===== src/rtl/iteev_pkg.sv =====
// Package with the shared types, codes and helper function of the expression evaluator.
`default_nettype none

package iteev_pkg;

   // Frame stack depth and the width of the nesting level.
   localparam int MAX_NEST = 8;
   localparam int LVL_W    = (MAX_NEST > 1) ? $clog2(MAX_NEST) : 1;

   // Token operation codes as they arrive on the request channel.
   typedef enum logic [3:0] {
      OP_END     = 4'd0,
      OP_OPERAND = 4'd1,
      OP_OPEN    = 4'd2,
      OP_CLOSE   = 4'd3,
      OP_NOT     = 4'd4,
      OP_OR      = 4'd5,
      OP_ADD     = 4'd6,
      OP_SUB     = 4'd7,
      OP_AND     = 4'd8,
      OP_XOR     = 4'd9,
      OP_GT      = 4'd10,
      OP_LT      = 4'd11,
      OP_EQ      = 4'd12,
      OP_NE      = 4'd13,
      OP_MUL     = 4'd14,
      OP_DIV     = 4'd15
   } op_type;

   // An empty high-level slot shares the code of the end token.
   localparam op_type HOP_NONE = OP_END;

   // Result status codes.
   typedef enum logic [1:0] {
      ST_OK         = 2'd0,
      ST_DIV_ZERO   = 2'd1,
      ST_NEST_OVF   = 2'd2,
      ST_UNBALANCED = 2'd3
   } status_type;

   // Pending low-level operator.
   typedef enum logic [1:0] {
      LOW_NONE = 2'd0,
      LOW_OR   = 2'd1,
      LOW_ADD  = 2'd2,
      LOW_SUB  = 2'd3
   } low_type;

   // Token class decided by the front end.
   typedef enum logic [2:0] {
      K_END,
      K_OPERAND,
      K_OPEN,
      K_CLOSE,
      K_NOT,
      K_LOW,
      K_HIGH
   } kind_type;

   // Pending operators of one frame.
   typedef struct packed {
      logic    inv;
      op_type  hop;
      low_type lop;
   } mark_type;

   // Classified token handed from the front end to the back end.
   typedef struct packed {
      kind_type    kind;
      op_type      op;
      logic [31:0] value;
   } token_type;

   // Back end sequencer states.
   typedef enum logic [1:0] {
      BK_IDLE,
      BK_POP,
      BK_DIV
   } back_state_type;

   // Combines the sum with the product under the pending low-level operator.
   function automatic logic [31:0] fold_frame(input low_type lop, input logic [31:0] sum,
                                              input logic [31:0] prod);
      logic [31:0] res;
      unique case (lop)
         LOW_OR:  res = sum | prod;
         LOW_ADD: res = sum + prod;
         LOW_SUB: res = sum - prod;
         default: res = prod;
      endcase
      return res;
   endfunction

endpackage

`default_nettype wire


===== src/rtl/iteev_if.sv =====
// Request and response channel interfaces of the expression evaluator.
`default_nettype none

interface iteev_req_if;
   logic               valid;
   logic               ready;
   logic [3:0]         operation;
   logic signed [31:0] operand_value;

   modport source (output valid, output operation, output operand_value, input ready);
   modport sink   (input valid, input operation, input operand_value, output ready);
endinterface

interface iteev_rsp_if;
   logic               valid;
   logic               ready;
   logic signed [31:0] expression_value;
   logic [1:0]         status;

   modport source (output valid, output expression_value, output status, input ready);
   modport sink   (input valid, input expression_value, input status, output ready);
endinterface

`default_nettype wire


===== src/rtl/iteev_front.sv =====
// Front end: accepts request beats, classifies them and queues them for the back end.
`default_nettype none

module iteev_front
   import iteev_pkg::*;
(
   input  wire logic  clock,
   input  wire logic  reset,
   iteev_req_if.sink  req_bus,
   output token_type  tok_head,
   output logic       tok_valid,
   input  wire logic  tok_pop
);

   token_type   q_ff [2];
   token_type   q_in [2];
   logic [1:0]  cnt_ff, cnt_in;
   token_type   new_tok;
   logic        push;

   // Classify the incoming operation.
   always_comb begin
      new_tok.op    = op_type'(req_bus.operation);
      new_tok.value = req_bus.operand_value;
      unique case (op_type'(req_bus.operation))
         OP_END:                new_tok.kind = K_END;
         OP_OPERAND:            new_tok.kind = K_OPERAND;
         OP_OPEN:               new_tok.kind = K_OPEN;
         OP_CLOSE:              new_tok.kind = K_CLOSE;
         OP_NOT:                new_tok.kind = K_NOT;
         OP_OR, OP_ADD, OP_SUB: new_tok.kind = K_LOW;
         default:               new_tok.kind = K_HIGH;
      endcase
   end

   assign req_bus.ready = (cnt_ff != 2'd2);
   assign push          = req_bus.valid && req_bus.ready;
   assign tok_valid     = (cnt_ff != 2'd0);
   assign tok_head      = q_ff[0];

   // Two-entry queue; entry zero is the head.
   always_comb begin
      q_in[0] = q_ff[0];
      q_in[1] = q_ff[1];
      cnt_in  = cnt_ff;
      if (tok_pop) begin
         q_in[0] = q_ff[1];
      end
      priority if (push && tok_pop) begin
         if (cnt_ff == 2'd1) begin
            q_in[0] = new_tok;
         end else begin
            q_in[1] = new_tok;
         end
      end else if (push) begin
         if (cnt_ff == 2'd0) begin
            q_in[0] = new_tok;
         end else begin
            q_in[1] = new_tok;
         end
         cnt_in = cnt_ff + 2'd1;
      end else if (tok_pop) begin
         cnt_in = cnt_ff - 2'd1;
      end else begin
         cnt_in = cnt_ff;
      end
   end

   always_ff @(posedge clock) begin
      q_ff[0] <= q_in[0];
      q_ff[1] <= q_in[1];
      if (reset) begin
         cnt_ff <= 2'd0;
      end else begin
         cnt_ff <= cnt_in;
      end
   end

endmodule

`default_nettype wire


===== src/rtl/iteev_divider.sv =====
// Iterative signed divider, one quotient bit per cycle, truncating toward zero.
`default_nettype none

module iteev_divider
   import iteev_pkg::*;
(
   input  wire logic        clock,
   input  wire logic        reset,
   input  wire logic        start,
   input  wire logic [31:0] dividend,
   input  wire logic [31:0] divisor,
   output logic             done,
   output logic [31:0]      quotient
);

   logic        busy_ff, busy_in;
   logic        done_ff, done_in;
   logic [5:0]  cnt_ff, cnt_in;
   logic [31:0] rem_ff, rem_in;
   logic [31:0] quo_ff, quo_in;
   logic [31:0] div_ff, div_in;
   logic        neg_ff, neg_in;
   logic [31:0] res_ff, res_in;
   logic [32:0] rem_sh;
   logic [32:0] diff;

   assign rem_sh = {rem_ff, quo_ff[31]};
   assign diff   = rem_sh - {1'b0, div_ff};

   // One restoring step per cycle on magnitudes; sign applied at the end.
   always_comb begin
      busy_in = busy_ff;
      done_in = 1'b0;
      cnt_in  = cnt_ff;
      rem_in  = rem_ff;
      quo_in  = quo_ff;
      div_in  = div_ff;
      neg_in  = neg_ff;
      res_in  = res_ff;
      priority if (start) begin
         busy_in = 1'b1;
         cnt_in  = 6'd32;
         rem_in  = '0;
         quo_in  = dividend[31] ? (32'd0 - dividend) : dividend;
         div_in  = divisor[31] ? (32'd0 - divisor) : divisor;
         neg_in  = dividend[31] ^ divisor[31];
      end else if (busy_ff) begin
         if (!diff[32]) begin
            rem_in = diff[31:0];
            quo_in = {quo_ff[30:0], 1'b1};
         end else begin
            rem_in = rem_sh[31:0];
            quo_in = {quo_ff[30:0], 1'b0};
         end
         cnt_in = cnt_ff - 6'd1;
         if (cnt_ff == 6'd1) begin
            busy_in = 1'b0;
            done_in = 1'b1;
            res_in  = neg_ff ? (32'd0 - quo_in) : quo_in;
         end
      end else begin
         cnt_in = cnt_ff;
      end
   end

   always_ff @(posedge clock) begin
      cnt_ff <= cnt_in;
      rem_ff <= rem_in;
      quo_ff <= quo_in;
      div_ff <= div_in;
      neg_ff <= neg_in;
      res_ff <= res_in;
      if (reset) begin
         busy_ff <= 1'b0;
         done_ff <= 1'b0;
      end else begin
         busy_ff <= busy_in;
         done_ff <= done_in;
      end
   end

   assign done     = done_ff;
   assign quotient = res_ff;

endmodule

`default_nettype wire


===== src/rtl/iteev_back.sv =====
// Back end: frame stack, operator evaluation and the registered response stage.
`default_nettype none

module iteev_back
   import iteev_pkg::*;
(
   input  wire logic      clock,
   input  wire logic      reset,
   input  wire token_type tok_head,
   input  wire logic      tok_valid,
   output logic           tok_pop,
   iteev_rsp_if.source    rsp_bus
);

   back_state_type state_ff, state_in;
   logic [LVL_W-1:0] lvl_ff, lvl_in;
   status_type  sticky_ff, sticky_in;
   logic [31:0] cur_sum_ff, cur_sum_in;
   logic [31:0] cur_prod_ff, cur_prod_in;
   mark_type    cur_mark_ff, cur_mark_in;
   logic [31:0] tmp_ff, tmp_in;
   logic        rsp_valid_ff, rsp_valid_in;
   logic [31:0] rsp_value_ff, rsp_value_in;
   status_type  rsp_status_ff, rsp_status_in;

   // Saved frames, one per open parenthesis.
   logic [31:0] stk_sum  [MAX_NEST];
   logic [31:0] stk_prod [MAX_NEST];
   mark_type    stk_mark [MAX_NEST];
   logic [31:0] rd_sum_ff, rd_prod_ff;
   mark_type    rd_mark_ff;
   logic        push_frame;
   logic [LVL_W-1:0] rd_addr;

   logic        out_free;
   logic        is_div_op;
   logic        div_start, div_done;
   logic [31:0] div_q;

   // Factor unit inputs and results.
   mark_type    f_mark;
   logic [31:0] f_prod, f_val, f_v, f_res;
   logic        f_divz, f_div;
   status_type  end_st;
   logic [31:0] cur_fold;

   localparam logic [LVL_W-1:0] LVL_TOP = LVL_W'(MAX_NEST - 1);

   assign out_free  = !rsp_valid_ff || rsp_bus.ready;
   assign cur_fold  = fold_frame(cur_mark_ff.lop, cur_sum_ff, cur_prod_ff);
   assign rd_addr   = lvl_ff - 1'b1;
   assign tok_pop   = (state_ff == BK_IDLE) && tok_valid &&
                      ((tok_head.kind != K_END) || out_free);

   // Select the frame and value that take a factor.
   always_comb begin
      if (state_ff == BK_POP) begin
         f_mark = rd_mark_ff;
         f_prod = rd_prod_ff;
         f_val  = tmp_ff;
      end else begin
         f_mark = cur_mark_ff;
         f_prod = cur_prod_ff;
         f_val  = tok_head.value;
      end
   end

   // Apply not and the pending high-level operator.
   always_comb begin
      f_v    = f_mark.inv ? {31'd0, (f_val == 32'd0)} : f_val;
      f_divz = (f_v == 32'd0);
      f_div  = (f_mark.hop == OP_DIV);
      unique case (f_mark.hop)
         OP_AND:  f_res = f_prod & f_v;
         OP_XOR:  f_res = f_prod ^ f_v;
         OP_GT:   f_res = {31'd0, ($signed(f_prod) > $signed(f_v))};
         OP_LT:   f_res = {31'd0, ($signed(f_prod) < $signed(f_v))};
         OP_EQ:   f_res = {31'd0, (f_prod == f_v)};
         OP_NE:   f_res = {31'd0, (f_prod != f_v)};
         OP_MUL:  f_res = f_prod * f_v;
         OP_DIV:  f_res = 32'd0;
         default: f_res = f_v;
      endcase
   end

   // Status of the end token.
   always_comb begin
      end_st = sticky_ff;
      if (sticky_ff == ST_OK && lvl_ff != '0) begin
         end_st = ST_UNBALANCED;
      end
   end

   // A factor that needs the divider.
   assign is_div_op = f_div && !f_divz;

   // Next state.
   always_comb begin
      state_in = state_ff;
      unique case (state_ff)
         BK_IDLE: begin
            if (tok_pop) begin
               if (tok_head.kind == K_CLOSE && lvl_ff != '0) begin
                  state_in = BK_POP;
               end else if (tok_head.kind == K_OPERAND && is_div_op) begin
                  state_in = BK_DIV;
               end
            end
         end
         BK_POP: begin
            state_in = is_div_op ? BK_DIV : BK_IDLE;
         end
         BK_DIV: begin
            if (div_done) begin
               state_in = BK_IDLE;
            end
         end
         default: state_in = BK_IDLE;
      endcase
   end

   // Datapath and outputs.
   always_comb begin
      lvl_in        = lvl_ff;
      sticky_in     = sticky_ff;
      cur_sum_in    = cur_sum_ff;
      cur_prod_in   = cur_prod_ff;
      cur_mark_in   = cur_mark_ff;
      tmp_in        = tmp_ff;
      rsp_valid_in  = rsp_valid_ff && !rsp_bus.ready;
      rsp_value_in  = rsp_value_ff;
      rsp_status_in = rsp_status_ff;
      push_frame    = 1'b0;
      div_start     = 1'b0;
      unique case (state_ff)
         BK_IDLE: begin
            if (tok_pop) begin
               unique case (tok_head.kind)
                  K_END: begin
                     rsp_valid_in  = 1'b1;
                     rsp_status_in = end_st;
                     rsp_value_in  = (end_st != ST_NEST_OVF && end_st != ST_UNBALANCED &&
                                      lvl_ff == '0) ? cur_fold : 32'd0;
                     lvl_in        = '0;
                     sticky_in     = ST_OK;
                     cur_mark_in   = '0;
                  end
                  K_OPERAND: begin
                     cur_mark_in.hop = HOP_NONE;
                     cur_mark_in.inv = 1'b0;
                     if (is_div_op) begin
                        div_start = 1'b1;
                     end else begin
                        cur_prod_in = f_res;
                        if (f_div && sticky_ff == ST_OK) begin
                           sticky_in = ST_DIV_ZERO;
                        end
                     end
                  end
                  K_OPEN: begin
                     if (lvl_ff == LVL_TOP) begin
                        if (sticky_ff == ST_OK) begin
                           sticky_in = ST_NEST_OVF;
                        end
                     end else begin
                        push_frame  = 1'b1;
                        lvl_in      = lvl_ff + 1'b1;
                        cur_sum_in  = '0;
                        cur_prod_in = '0;
                        cur_mark_in = '0;
                     end
                  end
                  K_CLOSE: begin
                     if (lvl_ff == '0) begin
                        if (sticky_ff == ST_OK) begin
                           sticky_in = ST_UNBALANCED;
                        end
                     end else begin
                        tmp_in = cur_fold;
                     end
                  end
                  K_NOT: begin
                     cur_mark_in.inv = !cur_mark_ff.inv;
                  end
                  K_LOW: begin
                     cur_sum_in      = cur_fold;
                     cur_mark_in.hop = HOP_NONE;
                     cur_mark_in.lop = low_type'(tok_head.op - OP_NOT);
                  end
                  default: begin
                     cur_mark_in.hop = tok_head.op;
                  end
               endcase
            end
         end
         BK_POP: begin
            // Restore the enclosing frame and take the closed value as its factor.
            lvl_in          = lvl_ff - 1'b1;
            cur_sum_in      = rd_sum_ff;
            cur_prod_in     = rd_prod_ff;
            cur_mark_in     = rd_mark_ff;
            cur_mark_in.hop = HOP_NONE;
            cur_mark_in.inv = 1'b0;
            if (is_div_op) begin
               div_start = 1'b1;
            end else begin
               cur_prod_in = f_res;
               if (f_div && sticky_ff == ST_OK) begin
                  sticky_in = ST_DIV_ZERO;
               end
            end
         end
         BK_DIV: begin
            if (div_done) begin
               cur_prod_in = div_q;
            end
         end
         default: begin
            cur_mark_in = cur_mark_ff;
         end
      endcase
   end

   iteev_divider u_div (
      .clock    (clock),
      .reset    (reset),
      .start    (div_start),
      .dividend (f_prod),
      .divisor  (f_v),
      .done     (div_done),
      .quotient (div_q)
   );

   // Frame stack memory with a registered read of the enclosing frame.
   always_ff @(posedge clock) begin
      if (push_frame) begin
         stk_sum[lvl_ff]  <= cur_sum_ff;
         stk_prod[lvl_ff] <= cur_prod_ff;
         stk_mark[lvl_ff] <= cur_mark_ff;
      end
      rd_sum_ff  <= stk_sum[rd_addr];
      rd_prod_ff <= stk_prod[rd_addr];
      rd_mark_ff <= stk_mark[rd_addr];
   end

   always_ff @(posedge clock) begin
      cur_sum_ff    <= cur_sum_in;
      cur_prod_ff   <= cur_prod_in;
      tmp_ff        <= tmp_in;
      rsp_value_ff  <= rsp_value_in;
      rsp_status_ff <= rsp_status_in;
      if (reset) begin
         state_ff     <= BK_IDLE;
         lvl_ff       <= '0;
         sticky_ff    <= ST_OK;
         cur_mark_ff  <= '0;
         rsp_valid_ff <= 1'b0;
      end else begin
         state_ff     <= state_in;
         lvl_ff       <= lvl_in;
         sticky_ff    <= sticky_in;
         cur_mark_ff  <= cur_mark_in;
         rsp_valid_ff <= rsp_valid_in;
      end
   end

   assign rsp_bus.valid            = rsp_valid_ff;
   assign rsp_bus.expression_value = rsp_value_ff;
   assign rsp_bus.status           = rsp_status_ff;

endmodule

`default_nettype wire


===== src/rtl/infix_token_expression_evaluator.sv =====
// Top level of the infix token expression evaluator.
//
//   Channel   Direction  Carries
//   req_bus   in         operation, operand_value (one token per beat)
//   rsp_bus   out        expression_value, status (one beat per end token)
//
// A two-entry queue separates the front end from the back end, and the
// response sits in its own register, so new tokens are taken while a result waits.
// Most tokens finish in the idle state; a close passes the pop state (registered
// stack read), and a division waits on the one-bit-per-cycle divider.
// Reset is synchronous and returns the evaluator to an empty expression.
`default_nettype none

module infix_token_expression_evaluator
   import iteev_pkg::*;
(
   input  wire logic   clock,
   input  wire logic   reset,
   iteev_req_if.sink   req_bus,
   iteev_rsp_if.source rsp_bus
);

   token_type tok_head;
   logic      tok_valid;
   logic      tok_pop;

   iteev_front u_front (
      .clock     (clock),
      .reset     (reset),
      .req_bus   (req_bus),
      .tok_head  (tok_head),
      .tok_valid (tok_valid),
      .tok_pop   (tok_pop)
   );

   iteev_back u_back (
      .clock     (clock),
      .reset     (reset),
      .tok_head  (tok_head),
      .tok_valid (tok_valid),
      .tok_pop   (tok_pop),
      .rsp_bus   (rsp_bus)
   );

endmodule

`default_nettype wire

===== src/flat_wrapper.sv =====
// flat-port wrapper written by rule: the top's interface ports become plain ports
module infix_token_expression_evaluator_flat import iteev_pkg::*;
  (clock, reset, req_bus_valid, req_bus_operation, req_bus_operand_value, req_bus_ready, rsp_bus_valid, rsp_bus_expression_value, rsp_bus_status, rsp_bus_ready);
  iteev_req_if req_bus_i ();
  iteev_rsp_if rsp_bus_i ();
  input  wire logic clock;
  input  wire logic reset;
  input wire logic [$bits(req_bus_i.valid)-1:0] req_bus_valid;
  input wire logic [$bits(req_bus_i.operation)-1:0] req_bus_operation;
  input wire logic [$bits(req_bus_i.operand_value)-1:0] req_bus_operand_value;
  output wire logic [$bits(req_bus_i.ready)-1:0] req_bus_ready;
  output wire logic [$bits(rsp_bus_i.valid)-1:0] rsp_bus_valid;
  output wire logic [$bits(rsp_bus_i.expression_value)-1:0] rsp_bus_expression_value;
  output wire logic [$bits(rsp_bus_i.status)-1:0] rsp_bus_status;
  input wire logic [$bits(rsp_bus_i.ready)-1:0] rsp_bus_ready;
  assign req_bus_i.valid = req_bus_valid;
  assign req_bus_i.operation = req_bus_operation;
  assign req_bus_i.operand_value = req_bus_operand_value;
  assign req_bus_ready = req_bus_i.ready;
  assign rsp_bus_valid = rsp_bus_i.valid;
  assign rsp_bus_expression_value = rsp_bus_i.expression_value;
  assign rsp_bus_status = rsp_bus_i.status;
  assign rsp_bus_i.ready = rsp_bus_ready;
  infix_token_expression_evaluator u_core (.clock(clock), .reset(reset), .req_bus(req_bus_i), .rsp_bus(rsp_bus_i));
endmodule

===== config.mk =====
export PLATFORM = sky130hd
export DESIGN_NAME = infix_token_expression_evaluator_flat
export DESIGN_NICKNAME = d
export VERILOG_FILES = /design/src/rtl/iteev_pkg.sv /design/src/rtl/iteev_if.sv /design/src/rtl/iteev_front.sv /design/src/rtl/iteev_divider.sv /design/src/rtl/iteev_back.sv /design/src/rtl/infix_token_expression_evaluator.sv /design/src/flat_wrapper.sv
export SDC_FILE = /design/constraint.sdc
export NUM_CORES = 2
export LEC_CHECK = 0
export BUFFER_PORTS_ARGS = -buffer_cell sky130_fd_sc_hd__buf_2
export CAP_MARGIN = 20
export CORE_MARGIN = 2
export CORE_UTILIZATION = 55
export DETAILED_ROUTE_END_ITERATION = 10
export PLACE_DENSITY = 0.79
export SYNTH_ARGS = -nofsm -noshare
export SYNTH_HDL_FRONTEND = slang
export SYNTH_HIERARCHICAL = 1
export SYNTH_SLANG_ARGS = --single-unit

===== constraint.sdc =====
create_clock -name clock -period 14.9 [get_ports clock]
set_clock_uncertainty 0.15 [all_clocks]
set_input_delay 0.745 -clock clock [delete_from_list [all_inputs] [get_ports clock]]
set_output_delay 0.745 -clock clock [all_outputs]
set_load 0.01 [all_outputs]

# Yosys cells after proc, flatten, opt, wreduce, memory -nomap -nowiden

Memories as Yosys holds them, arrays and structs flattened. A register that Yosys moved wholly into a read port is not among the register bits.
Cells that the tools add are included.

Logic and storage cells: 218
Bits in writable memories: 646
Latch bits: 0
Memory bits (read-only): 24
Flip-flop bits (word level): 284
Memories: 5
Output and inout port bits: 36

Memories:

| name                   | words | width | rd ports | clocked after memory_dff | write ports | line              | text |
|---|---|---|---|---|---|---|---|
| u_core.u_back.stk_prod | 8     | 32    | 1        | 1                        | 1           | iteev_back.sv:28  | `logic [31:0] stk_prod [MAX_NEST];` |
| u_core.u_back.stk_sum  | 8     | 32    | 1        | 1                        | 1           | iteev_back.sv:27  | `logic [31:0] stk_sum [MAX_NEST];` |
| u_core.u_front.q_ff    | 2     | 39    | 2        | 0                        | 2           | iteev_front.sv:15 | `token_type q_ff [2];` |
| u_core.u_back.stk_mark | 8     | 7     | 1        | 1                        | 1           | iteev_back.sv:29  | `mark_type stk_mark [MAX_NEST];` |
| (name not given)       | 8     | 3     | 1        | 0                        | 0           | iteev_front.sv:25 | `unique case (op_type'(req_bus.operation))` |

Shifts and indexed selects: 0
Multiply operators: 1
Divide/modulo/power cells: 0
Reductions and logical operators: 48
Order comparisons: 2
Equality and inequality tests: 42
$add $sub $neg: 12
Mux-type cells: 78
Bitwise operators: 8

Operators by type and width:

| kind                    | count |
|---|---|
| $mux W32                | 16 |
| $pmux W32 S8            | 1 |
| $mux W39                | 5 |
| $pmux W32 S2            | 3 |
| $pmux W32 S3            | 2 |
| $mux W78                | 2 |
| $sub A1 B32 Y32 const A | 3 |
| $logic_not A32 Y1       | 2 |
| $sub A33 B32 Y33        | 1 |
| $add A32 B32 Y32        | 1 |
| $and A32 B32 Y32        | 1 |
| $eq A32 B32 Y1          | 1 |
| $eq A4 B4 Y1 const B    | 8 |
| $gt A32 B32 Y1          | 1 |
| $lt A32 B32 Y1          | 1 |
| $mul A32 B32 Y32        | 1 |
| $ne A32 B32 Y1          | 1 |
| $or A32 B32 Y32         | 1 |
| $sub A32 B32 Y32        | 1 |
| $xor A32 B32 Y32        | 1 |
| $mux W31                | 1 |
| $mux W2                 | 15 |
| $reduce_and A4 Y1       | 6 |
| $mux W7                 | 3 |
| 44 further kinds        | 113 |

# Depth between registers and ports, before layout

Depth after elaboration: 14
Gate-level depth with buffers: 40
Gate-level depth less buffers: 32

# Modules after synthesis

Netlist, hierarchy kept.

Modules (own cells, without submodules):

| module        | times used | area an instance (um2) | cells each | seq. area each (um2) |
|---|---|---|---|---|
| iteev_back    | 1          | 49746.5                | 3982       | 22681.8 |
| iteev_divider | 1          | 8720.9                 | 906        | 3713.6 |
| iteev_front   | 1          | 3687.3                 | 272        | 1991.9 |

# Least setup slack after synthesis

Ideal clock, no wire load.

Path type: reg-to-reg
Start: reg u_core.u_back.state_ff[1]
End: reg u_core.u_back.cur_prod_ff[27] (data pin)
Path slack: 5.832 ns
Arrival: 8.647 ns
Stages on the path, launching flop included: 37
Data required time: 14.479 ns
Path through: dfxtp_1 -> inv_1 -> ha_1 -> buf_6 -> mux2_4 -> buf_6 -> buf_6 -> buf_6 -> nor2_1 -> clkbuf_1 -> inv_1 -> clkbuf_1 -> nor2_1 -> fa_1 -> inv_1 -> fa_1 -> fa_1 -> fa_1 -> inv_1 -> fa_1 -> inv_1 -> fa_1 -> inv_1 -> fa_1 -> fa_1 -> ha_1 -> a21o_1 -> a21o_1 -> a221oi_1 -> o21ai_0 -> o21ai_0 -> o21ai_0 -> a21o_1 -> a211oi_1 -> nor4_1 -> nor3_1 -> o22ai_1

Elaborated cells on any way between the ends: 28

RTL lines:

| item                                       | line              | text |
|---|---|---|
| from (decl)                                | iteev_back.sv:15  | `back_state_type state_ff, state_in;` |
| from (signal assigned)                     | iteev_back.sv:259 | `state_ff <= state_in;` |
| $eq A2 B1 Y1 (*)                           | iteev_back.sv:57  | `if (state_ff == BK_POP) begin` |
| $mux W32 / $mux W7 (equally long branches) | iteev_back.sv:57  |  |
| $mux W32 (*)                               | iteev_back.sv:70  | `f_v = f_mark.inv ? {31'd0, (f_val == 32'd0)} : f_val;` |
| via u_core.u_back.f_v[4]                   | iteev_back.sv:42  | `logic [31:0] f_prod, f_val, f_v, f_res;` |
| $mul A32 B32 Y32                           | iteev_back.sv:80  | `OP_MUL: f_res = f_prod * f_v;` |
| $pmux W32 S8                               | iteev_back.sv:73  | `unique case (f_mark.hop)` |
| $mux W32                                   | iteev_back.sv:151 | `if (is_div_op) begin` |
| $pmux W32 S2                               | iteev_back.sv:138 | `unique case (tok_head.kind)` |
| $mux W32                                   | iteev_back.sv:137 | `if (tok_pop) begin` |
| $pmux W32 S3 (*)                           | iteev_back.sv:135 | `unique case (state_ff)` |
| via u_core.u_back.cur_prod_in[27]          | iteev_back.sv:19  | `logic [31:0] cur_prod_ff, cur_prod_in;` |
| to (signal assigned)                       | iteev_back.sv:248 | `cur_prod_ff <= cur_prod_in;` |
| to (decl)                                  | iteev_back.sv:19  |  |

Mark *: on every way through the listed nets, which the timed path passes. The rest lies on a longest branch. The select of a mux whose other input is x is not followed.
A chain may end at the register's enable or synchronous reset.

# Worst setup path after layout

Start: reg u_core.u_back.state_ff[0]
End: reg u_core.u_back.cur_prod_ff[30] (data pin)

Longest elaborated chain between the ends: 10
Elaborated cells on any way between the ends: 28

RTL lines:

| item                              | line |
|---|---|
| $eq A2 B1 Y1                      | iteev_back.sv:57, iteev_back.sv:135 |
| $mux W32                          | iteev_back.sv:57 |
| $logic_not A32 Y1                 | iteev_back.sv:70 |
| $mux W32                          | iteev_back.sv:70 |
| $mul A32 B32 Y32                  | iteev_back.sv:80 |
| $pmux W32 S8                      | iteev_back.sv:73 |
| $mux W32                          | iteev_back.sv:151 |
| $pmux W32 S2                      | iteev_back.sv:138 |
| $mux W32                          | iteev_back.sv:137 |
| $pmux W32 S3 (*)                  | iteev_back.sv:135 |
| via u_core.u_back.cur_prod_in[30] | iteev_back.sv:19 |

Marks and branches as above.

==> impl.org <==
** Yosys
- Flip-flop and latch count after synthesis :: 1,001
- Counting every instance in the synthesized netlist gives 5,160.
- The share of synthesized area in the top cell type comes to 0.4029.
- Avg Cell Area, Syn :: 12.05 um^2
- Net count after synthesis :: 5,881
- Of the synthesized area, sequential elements account for 0.4567.
- Among all flip-flop cells after synthesis, the most frequent one is sky130_fd_sc_hd__edfxtp_1.
- Most area-hungry cell type in the Yosys netlist :: sky130_fd_sc_hd__edfxtp_1
- Number of flops mapped to enable cells by yosys :: 834
- The netlist uses 101 different library cells.
- Yosys attributes the largest share of cell area to sky130_fd_sc_hd__edfxtp_1 (40%), sky130_fd_sc_hd__fa_1 (13%), sky130_fd_sc_hd__ha_1 (5.5%).
- Count of warnings emitted by yosys :: 6
- Async S/R FF share, synth :: 0
- The mapped netlist covers 62,150 um^2.

** Clock tree
- CTS max path bufs :: 3
- Sink Count :: roughly 1k
- Cell at the root of the clock tree :: sky130_fd_sc_hd__clkbuf_16
- Clk slew on worst S/H paths :: ~0.070 ns
- CTS tree :: done
- Once the clock tree was built, the resizer swapped 0 gates to a different size.
- For this design, the CTS-stage hold fixing added 0 buffers.
- The clock tree synthesis step divided the H-tree into 3 levels.
- Worst-skew pair later-pin latency :: 0.73 ns
- Clock buffers created by TritonCTS :: between 90 and 100
- Post-CTS setup buffer count :: 0

** Min path
- Worst hold path type :: in -> reg
- Startpoint of the lowest-slack hold path :: req_bus_operand_value[24]
- Along the worst hold path, the cell count comes to 2.
- The worst hold path terminates at u_core/u_front/q_ff[0][24].

** Layout
- Post-layout utilization of the core :: 0.6012
- Layout filler cell count :: 8,553
- Layout area overhead :: 8.664%
- Post-layout net count :: around 6k
- In the final layout, the share of cells above drive strength 1 is 0.1396.

** Global routing
- Largest net degree at the start of global routing :: 79
- The number of global-route vias before repair came to ~42k.
- All-layer global routing usage :: 0.3094
- Antenna violations before repair :: 12
- Overflow left after global routing :: 0
- The first global-routing pass estimated 267,000 um of wire.

** Worst setup path
- Across all register-to-register paths, the minimum setup slack is 4.41 ns.
- STA classifies the critical path startpoint as a flop.
- Launching instance or port of the critical path :: u_core/u_back/state_ff[0]
- STA puts the critical path data arrival time at 10.78 ns.
- The startpoint identified for the worst register-to-register timing path is u_core/u_back/state_ff[0].
- Of all nets on the critical path, the largest fanout is 47.
- Required arrival time at the worst endpoint :: 15.19 ns
- Class of the most critical setup path :: reg -> reg
- In this design, the stage delay of the slowest critical-path cell is 0.89 ns.
- R2r worst-path depth :: 31
- Most common cell on crit path :: sky130_fd_sc_hd__fa_1
- Critical path capture point type :: flop
- Among all stages on the critical path, the largest delay is contributed by sky130_fd_sc_hd__a221oi_1.
- FF-to-FF End :: u_core/u_back/cur_prod_ff[30]

** Detailed routing
- Routed length per instance :: about 27 um
- The first TritonRoute pass finished after 6 iterations.
- The count of nets left with antenna violations once routing finished came out at 0.
- Using the TritonRoute via totals, the vias-per-cell ratio works out to 6.282.
- DR WL met3 :: 20,490 um
- After detailed routing, the number of remaining DRC violations is 0.
- DR vias :: 42.41k
- After detailed routing, the wire length on met1 is 66,160 um.
- Uppermost metal layer occupied by signal nets :: met5
- Violation count after the first detailed-route iteration :: 5,203
- Routed wire length :: 179,400 um
- WL met2 :: 79,430 um

** STA
- Final critical-path setup slack :: 4.409 ns
- Setup violations remaining at the end of the flow were counted as 0.
- For the finished layout, the period the worst path requires is 10.49 ns.
- The total count of hold-check failures in the final report was 0.
- The final max-slew violation count came to 0.
- Worst slew margin relative to its limit :: 0.1842
- For the final routed database, the setup TNS stands at 0 ns.
- Max Clk Rate :: 95.32 MHz
- Setup repair after global routing left no endpoint under its margin.
- For the pin with the worst max-slew slack, the measured transition is 1.224 ns.
- In the finished design, the share of the clock period the worst path needs comes to 0.7041.

** Placement
- Final weighted congestion of routability-driven global placement :: 1.035
- Place WS :: 4.557 ns
- The count of buffers added on input and output ports is 75.
- Detailed placement finished with a half-perimeter wire length of 124,600 um.

** Job
- Max-cap violations in this run came to 0.

** Die
- Core outline area :: 112,300 um^2
- Chip Width :: 340.2 um
- The die covers 115,700 um^2.
- Height of the die :: 340.2 um
- After floorplanning, the core was divided into about 120 placement rows.
- For this design the top-level I/O count stands at 76.
- Initial Util :: 0.5532

** Outcome
- The run finished with clean final reports.
## worst max-delay path, delay by kind of cell (launching register included)
kind            cells  cell delay, ns
fa+ha+maj          10            4.81
compound gates      8            2.21
flops               1            0.46
xor+xnor            1            0.17
mux                 1            0.28
simple gates        4            0.38
buf+inv             7            1.71
## how the worst max path moves through the flow
stage	depth (start not counted)	endpoint
after floorplan	36	u_core/u_back/cur_prod_ff[27]
final	31	u_core/u_back/cur_prod_ff[30]
after global placement	30	u_core/u_back/cur_prod_ff[30]
after CTS	31	u_core/u_back/cur_prod_ff[30]
after global routing	31	u_core/u_back/cur_prod_ff[30]
after detailed placement	31	u_core/u_back/cur_prod_ff[30]
## flip-flops by register name, summed over array words and instances (netlist names), 32 cells and up
register,count
u_core/u_back/rd_sum_ff,32
u_core/u_back/tmp_ff,32
u_core/u_back/u_div/rem_ff,32
u_core/u_back/stk_sum,256
u_core/u_back/stk_mark,56
u_core/u_back/rsp_bus.expression_value,32
u_core/u_back/cur_prod_ff,32
u_core/u_back/u_div/quotient,32
u_core/u_back/u_div/quo_ff,32
u_core/u_back/u_div/div_ff,32
u_core/u_front/q_ff,78
u_core/u_back/cur_sum_ff,32
u_core/u_back/rd_prod_ff,32
u_core/u_back/stk_prod,256
## routing by layer
metal,global-route usage,up-vias
met5,0,-
met4,0.1872,4
met3,0.07507,657
met2,0.4693,2865
met1,0.4058,20956
li1,-,17925
## synth_stat cells (62+ instances only)
library cell / instances
sky130_fd_sc_hd__a211oi_1: 62
sky130_fd_sc_hd__a21oi_1: 204
sky130_fd_sc_hd__and2_1: 63
sky130_fd_sc_hd__clkbuf_1: 168
sky130_fd_sc_hd__dfxtp_1: 167
sky130_fd_sc_hd__edfxtp_1: 834
sky130_fd_sc_hd__fa_1: 410
sky130_fd_sc_hd__ha_1: 271
sky130_fd_sc_hd__inv_1: 561
sky130_fd_sc_hd__mux2_2: 142
sky130_fd_sc_hd__mux2i_1: 96
sky130_fd_sc_hd__mux4_2: 142
sky130_fd_sc_hd__nand2_1: 370
sky130_fd_sc_hd__nor2_1: 539
sky130_fd_sc_hd__o21ai_0: 116
sky130_fd_sc_hd__xnor2_1: 169
sky130_fd_sc_hd__xor2_1: 89
## area by class of cell
cell class	instances	area [um^2]	share of cell area
sequential	1001	28390	0.4204
clock inverter	45	721.9	0.01069
clock buffer	138	2723	0.04031
inverter	597	2243	0.03322
antenna	13	32.53	0.0004817
timing repair buffer	169	1097	0.01625
multi-input combinational	3288	30450	0.4509
tap	1500	1877	0.02779
## stage by stage
step	hold slack [ns]	instance area, um^2	instances
floorplan	0.3050	62150	5160
global placement	0.3242	64020	6551
detailed placement	0.3244	64040	6553
CTS	0.07827	67480	6736
global route	0.1007	67530	6746
finish	0.1203	67540	6751
## cells by family (layout without fill, tap and decap cells)
logic type | count (synthesis) | count (layout) | synth area share
AO/OA/AOI/OAI | 717 | 717 | 0.07638
XOR/XNOR | 262 | 262 | 0.03770
adder cells (fa/ha/maj) | 681 | 681 | 0.1866
buffers and inverters | 871 | 949 | 0.05717
flip-flops | 1001 | 1001 | 0.4567
multiplexers | 390 | 390 | 0.09500
other | 0 | 13 | 0
AND/OR/NAND/NOR | 1238 | 1238 | 0.09043
## placed cells by master (no fill, tap or decap), types with 25 or more instances in the layout
master and n:
sky130_fd_sc_hd__edfxtp_1 834, sky130_fd_sc_hd__inv_1 561, sky130_fd_sc_hd__nor2_1 531, sky130_fd_sc_hd__fa_1 410, sky130_fd_sc_hd__nand2_1 370, sky130_fd_sc_hd__ha_1 268
sky130_fd_sc_hd__a21oi_1 204, sky130_fd_sc_hd__xnor2_1 169, sky130_fd_sc_hd__dfxtp_1 164, sky130_fd_sc_hd__mux2_2 142, sky130_fd_sc_hd__mux4_2 142, sky130_fd_sc_hd__o21ai_0 114
sky130_fd_sc_hd__clkbuf_16 98, sky130_fd_sc_hd__buf_4 91, sky130_fd_sc_hd__xor2_1 88, sky130_fd_sc_hd__mux2i_1 85, sky130_fd_sc_hd__buf_2 75, sky130_fd_sc_hd__and2_1 63
sky130_fd_sc_hd__a211oi_1 60, sky130_fd_sc_hd__a21o_1 50, sky130_fd_sc_hd__o31ai_1 37, sky130_fd_sc_hd__nor3_1 33, sky130_fd_sc_hd__nand3_1 30, sky130_fd_sc_hd__o22ai_1 30
sky130_fd_sc_hd__clkbuf_1 28, sky130_fd_sc_hd__nor4_1 28, sky130_fd_sc_hd__nand2b_1 26, sky130_fd_sc_hd__a221oi_1 25, sky130_fd_sc_hd__a22oi_1 25
Power is not shown: default switching activity piles up to over one toggle a cycle in this logic, so the estimate is an artifact.
